## src/rtl/mvt_pkg.sv

```systemverilog
// Shared types and constants for the 4x4 matrix-vector transform.
// Used by mvt_dot4, mat4_vector_transform_top and mvt_checker; depends on nothing.
package mvt_pkg;

  // Component width of vectors and results (signed Q8.8).
  localparam int DATA_WIDTH     = 16;
  // Coefficient lane width (signed Q4.12) and row layout.
  localparam int COEF_W         = 16;
  localparam int NUM_ROWS       = 4;
  localparam int NUM_COLS       = 4;
  localparam int ROW_W          = COEF_W * NUM_COLS;
  // Default fraction bits of a coefficient.
  localparam int COEF_FRAC_BITS = 12;
  // Width of the configuration index; indexes past the last row are ignored.
  localparam int CFG_IDX_W      = 4;

  // Saturation limits of a result component.
  localparam logic signed [DATA_WIDTH-1:0] RES_MAX = {1'b0, {(DATA_WIDTH-1){1'b1}}};
  localparam logic signed [DATA_WIDTH-1:0] RES_MIN = {1'b1, {(DATA_WIDTH-1){1'b0}}};

  // Configuration register indexes.
  typedef enum logic [CFG_IDX_W-1:0] {
    REG_ROW0 = CFG_IDX_W'(0),
    REG_ROW1 = CFG_IDX_W'(1),
    REG_ROW2 = CFG_IDX_W'(2),
    REG_ROW3 = CFG_IDX_W'(3)
  } reg_idx_t;

  // Identity matrix after reset: one (Q4.12) on the diagonal of each row.
  localparam logic [ROW_W-1:0] ROW0_RESET = 64'h0000_0000_0000_1000;
  localparam logic [ROW_W-1:0] ROW1_RESET = 64'h0000_0000_1000_0000;
  localparam logic [ROW_W-1:0] ROW2_RESET = 64'h0000_1000_0000_0000;
  localparam logic [ROW_W-1:0] ROW3_RESET = 64'h1000_0000_0000_0000;

  // Input request: one column vector.
  typedef struct packed {
    logic signed [DATA_WIDTH-1:0] in_x;
    logic signed [DATA_WIDTH-1:0] in_y;
    logic signed [DATA_WIDTH-1:0] in_z;
    logic signed [DATA_WIDTH-1:0] in_w;
  } in_t;

  // Output request: the four dot products and the clip flag.
  typedef struct packed {
    logic signed [DATA_WIDTH-1:0] out_x;
    logic signed [DATA_WIDTH-1:0] out_y;
    logic signed [DATA_WIDTH-1:0] out_z;
    logic signed [DATA_WIDTH-1:0] out_w;
    logic                         saturated;
  } out_t;

  // Load enables of the four pipeline stages.
  typedef struct packed {
    logic mul;
    logic pair;
    logic total;
    logic clip;
  } stage_en_t;

endpackage

```

## src/rtl/mvt_dot4.sv

```systemverilog
// One row's dot product: four-stage pipeline of multiply, pair add, round, clip.
// Depends on mvt_pkg for the vector type, widths and stage enables.
module mvt_dot4 import mvt_pkg::*; #(
  parameter int FRAC_BITS = COEF_FRAC_BITS
) (
  input  logic                         clk,
  input  stage_en_t                    en,
  input  in_t                          vec,
  input  logic [ROW_W-1:0]             coefs,
  output logic signed [DATA_WIDTH-1:0] result,
  output logic                         clipped
);

  localparam int PROD_W = DATA_WIDTH + COEF_W;
  localparam int PAIR_W = PROD_W + 1;
  localparam int SUM_W  = PROD_W + 3;
  // Half an output LSB; zero when there are no fraction bits.
  localparam logic signed [SUM_W-1:0] ROUND_BIAS = (SUM_W'(1) << FRAC_BITS) >> 1;

  logic signed [DATA_WIDTH-1:0] comp [NUM_COLS];
  logic signed [PROD_W-1:0]     prod [NUM_COLS];
  logic signed [PAIR_W-1:0]     pair_lo;
  logic signed [PAIR_W-1:0]     pair_hi;
  logic signed [SUM_W-1:0]      rounded;
  logic signed [SUM_W-1:0]      total_next;

  assign comp[0] = vec.in_x;
  assign comp[1] = vec.in_y;
  assign comp[2] = vec.in_z;
  assign comp[3] = vec.in_w;

  // Stage 1: four exact products of coefficient lane and component.
  always_ff @(posedge clk) begin
    if (en.mul) begin
      for (int c = 0; c < NUM_COLS; c++) begin
        prod[c] <= PROD_W'($signed(coefs[c*COEF_W +: COEF_W])) * PROD_W'(comp[c]);
      end
    end
  end

  // Stage 2: add the products in pairs.
  always_ff @(posedge clk) begin
    if (en.pair) begin
      pair_lo <= PAIR_W'(prod[0]) + PAIR_W'(prod[1]);
      pair_hi <= PAIR_W'(prod[2]) + PAIR_W'(prod[3]);
    end
  end

  // Stage 3: full sum plus rounding bias, then drop the fraction bits (floor).
  assign total_next = SUM_W'(pair_lo) + SUM_W'(pair_hi) + ROUND_BIAS;

  always_ff @(posedge clk) begin
    if (en.total) begin
      rounded <= total_next >>> FRAC_BITS;
    end
  end

  // Stage 4: clamp to the signed result range and note any clipping.
  always_ff @(posedge clk) begin
    if (en.clip) begin
      if (rounded > SUM_W'(RES_MAX)) begin
        result  <= RES_MAX;
        clipped <= 1'b1;
      end else if (rounded < SUM_W'(RES_MIN)) begin
        result  <= RES_MIN;
        clipped <= 1'b1;
      end else begin
        result  <= rounded[DATA_WIDTH-1:0];
        clipped <= 1'b0;
      end
    end
  end

endmodule

```

## config.mk

```make
export PLATFORM = sky130hd
export DESIGN_NAME = mvt_dot4
export DESIGN_NICKNAME = d
export VERILOG_FILES = /design/src/rtl/mvt_pkg.sv /design/src/rtl/mvt_dot4.sv
export SDC_FILE = /design/constraint.sdc
export NUM_CORES = 2
export LEC_CHECK = 0
export BUFFER_PORTS_ARGS = -buffer_cell sky130_fd_sc_hd__buf_4
export CORE_MARGIN = 3
export CORE_UTILIZATION = 60
export DETAILED_ROUTE_END_ITERATION = 8
export PLACE_DENSITY = 0.73
export SYNTH_ARGS = -nofsm -noshare
export SYNTH_HDL_FRONTEND = slang
export SYNTH_SLANG_ARGS = --single-unit
```

## constraint.sdc

```tcl
create_clock -name clk -period 8.25 [get_ports clk]
set_input_delay 0.4125 -clock clk [delete_from_list [all_inputs] [get_ports clk]]
set_output_delay 0.4125 -clock clk [all_outputs]
set_load 0.01 [all_outputs]
```

==> impl_metrics.csv <==
group,metric,value,unit
finish,nNetsFinal,6820,
min_path,hp-class,"input pin to register",
logic_synthesis,synthTopCellsByArea,"fa_1 (41%), edfxtp_1 (14%), ha_1 (11%), inv_1 (8.7%), and2_1 (6.2%)",
clocking,tritoncts,"done",
setup_path,crit_type,"input pin to register",
grt,antenna_found_initial,1,
timing,setup_tns,0,ns
routing,route.final.wire_length,111000,microns
setup_path,cp.required,8.54,ns
setup_path,crit_arrival,6.66,ns
die,initial_core_util,61.1,%
logic_synthesis,yosysTopAreaCell,"fa_1",
timing,maxSlewViolCount,0,
clocking,cts_max_path_buffers,3,
logic_synthesis,synth.avg_cell_area,9.85,sq um
routing,vias,34300,
placed_design,gp_congestion,0.896,
timing,rsz0062_at_grt,"false",
clocking,root_buffer,"clkbuf_16",
routing,avgViaCountPerCell,5.42,
setup_path,r2r_start,"prod[1][1]",
grt,grt_max_degree,80,
job,max-cap-violations,0,
setup_path,reg2reg_to,"pair_lo[31]",
logic_synthesis,synth_ff_type,"edfxtp_1",
timing,tightest_slew,1.09,ns
die,die_area,88000,sq um
grt,grt_pass1_vias,36100,
timing,max_slew_margin,26.8,%
timing,finalHoldViolCount,0,
die,top_level_ports,150,
clocking,clock_latency,0.55,ns
logic_synthesis,synth_edf_count,234,
clocking,clkSlewWorstSetupHoldPaths,0.07,ns
clocking,ctsResizeCount,0,
routing,drc_errors,0,
die,die_h,297,microns
outcome,status,"complete, no violations",
clocking,cts-htree-levels,1,
clocking,cts_hold_buf,0,
timing,timing.final.crit_share,77.2,%
setup_path,rrSetupSlack,4.45,ns
logic_synthesis,yosys-top-cells-count,"inv_1 (1,169), fa_1 (1,050), nand2_1 (536)",
clocking,postCtsSetupRepairBufs,0,
timing,fin_crit,6.37,ns
logic_synthesis,syn_nets,6782,
die,row_count,105,
logic_synthesis,syn_inst,5143,
clocking,cts.sinks,234,
clocking,cts_buffers,26,
logic_synthesis,async_flop_share,0,%
logic_synthesis,yosysWarnings,0,
logic_synthesis,ys_ff_latch,234,
logic_synthesis,synth_top_area_share,41.5,%
min_path,hold-path-cell-count,1,
finish,multiInputGateArea,38700,sq um
min_path,holdPathEnd,"result[15]",
timing,skew,0.0201,ns
grt,overflow,0,
finish,seqCellArea,7030,sq um
logic_synthesis,ys_types,74,
routing,drtPass1Iterations,7,
routing,drtIter0Drc,2194,
grt,grt_usage,26.7,%
routing,final_antenna_net_count,0,
logic_synthesis,syn_area,50700,sq um
finish,drive_gt1_share,4.15,%
timing,setup_viol,0,
setup_path,start_kind,"input pin",
die,die_w,297,microns
setup_path,critPathCaptureType,"register",
timing,max_freq,157,MHz
min_path,hp-start,"en[0]",
grt,grt_pass1_wl,188000,microns
die,core_area,82900,sq um
logic_synthesis,seq_area_frac_synth,13.9,%
logic_synthesis,yosysMostFrequentCell,"inv_1",
finish,syn2layout_area_growth,5.75,%
placed_design,port_buffers,149,
finish,fill_cells,6767,
routing,post_drt_wl_per_cell,17.6,microns
placed_design,place_hpwl,92800,microns
setup_path,r2r_cells,11,
setup_path,crit_fanout,16,
## state kept, by name, summed over array words and instances, names as in the netlist
| name | flops |
|---|---|
| clipped | 1 |
| pair_hi | 33 |
| pair_lo | 33 |
| prod | 128 |
| result | 16 |
| rounded | 23 |
## metrics by stage
step / instance area (sq um) / hold WS [ns] / instances / setup slack [ns] / util [%]
5_1_grt: 53600 / 0.232 / 6324 / 1.51 / 64.6
4_1_cts: 53600 / 0.212 / 6324 / 1.90 / 64.6
2_1_floorplan: 50700 / 0.495 / 5143 / 1.77 / -
3_3_place_gp: 52700 / 0.507 / 6276 / 1.36 / 63.5
6_report: 53600 / 0.230 / 6325 / 1.88 / 64.6
3_5_place_dp: 52700 / 0.505 / 6276 / 1.33 / 63.5
## layout make-up
| type | count | share of cell area, % |
|---|---|---|
| multi-input combinational | 3599 | 72.3 |
| sequential | 234 | 13.1 |
| inverter | 1169 | 8.19 |
| tap | 1123 | 2.62 |
| timing repair buffer | 151 | 2.12 |
| clock buffer | 29 | 1.28 |
| clock inverter | 19 | 0.411 |
| antenna | 1 | 0.00467 |
## logic make-up after synthesis
| logic type | share of synthesized area [%] |
|---|---|
| xor+xnor | 3.56 |
| simple gates | 13.7 |
| mux | 0.0617 |
| fa+ha+maj | 52.8 |
| flops | 13.9 |
| buf+inv | 9.71 |
| compound gates | 6.40 |
## per-layer routing
metal	wire, microns	global-route usage (%)	part of all wire (%)
met1	52500	41.5	47
met2	49400	40.7	44
met4	1850	4.89	1.7
met5	0	0	0
met3	7410	3.64	6.7
## worst max path at each step
stage,start,end,cells past startpoint
floorplan,vec[23],prod[2][31],24
global placement,coefs[39],prod[2][31],24
CTS,vec[23],prod[2][31],24
finish,coefs[39],prod[2][31],24
detailed placement,vec[23],prod[2][31],24
global route,coefs[39],prod[2][31],24
## layout by cell type, fill, tap and decap left out, types with 6 or more instances in the layout
| master | Yosys | final |
|---|---|---|
| o21ai_0 | 90 | 90 |
| inv_1 | 1169 | 1169 |
| nand2b_1 | 30 | 30 |
| nor3_1 | 36 | 36 |
| a31oi_1 | 7 | 7 |
| buf_4 | 0 | 151 |
| a2111oi_0 | 6 | 6 |
| a211o_1 | 8 | 8 |
| nand3_1 | 33 | 33 |
| nor3b_1 | 6 | 6 |
| o31ai_1 | 9 | 9 |
| a21o_1 | 92 | 92 |
| fa_1 | 1050 | 1050 |
| xor2_1 | 52 | 52 |
| nor2_1 | 161 | 161 |
| a21oi_1 | 147 | 147 |
| and3_1 | 12 | 12 |
| a21boi_0 | 6 | 6 |
| o21bai_1 | 22 | 22 |
| nor2b_1 | 24 | 24 |
| ha_1 | 456 | 456 |
| nand4_1 | 13 | 13 |
| xnor2_1 | 154 | 154 |
| or3_1 | 10 | 10 |
| edfxtp_1 | 234 | 234 |
| o21a_1 | 26 | 26 |
| a211oi_1 | 19 | 19 |
| clkbuf_16 | 0 | 27 |
| o211ai_1 | 11 | 11 |
| and2_1 | 504 | 504 |
| nand2_1 | 536 | 536 |
## worst max-delay path: stages
cell and delay, ns:
buf_4 0.20, nand2_1 0.11, fa_1 0.53, inv_1 0.05, fa_1 0.51, inv_1 0.06, fa_1 0.54, inv_1 0.05
fa_1 0.46, fa_1 0.50, inv_1 0.05, fa_1 0.48, inv_1 0.04, ha_1 0.37, and4_1 0.26, o21a_1 0.13
a2111oi_0 0.36, a21o_1 0.26, o211ai_1 0.18, a41o_1 0.29, o41ai_1 0.47, o21bai_1 0.11, a21oi_1 0.19, xnor2_1 0.08
Power is left out: the tool's default activity adds up to more than one toggle a clock period on the data nets, which glitch-free logic cannot reach.
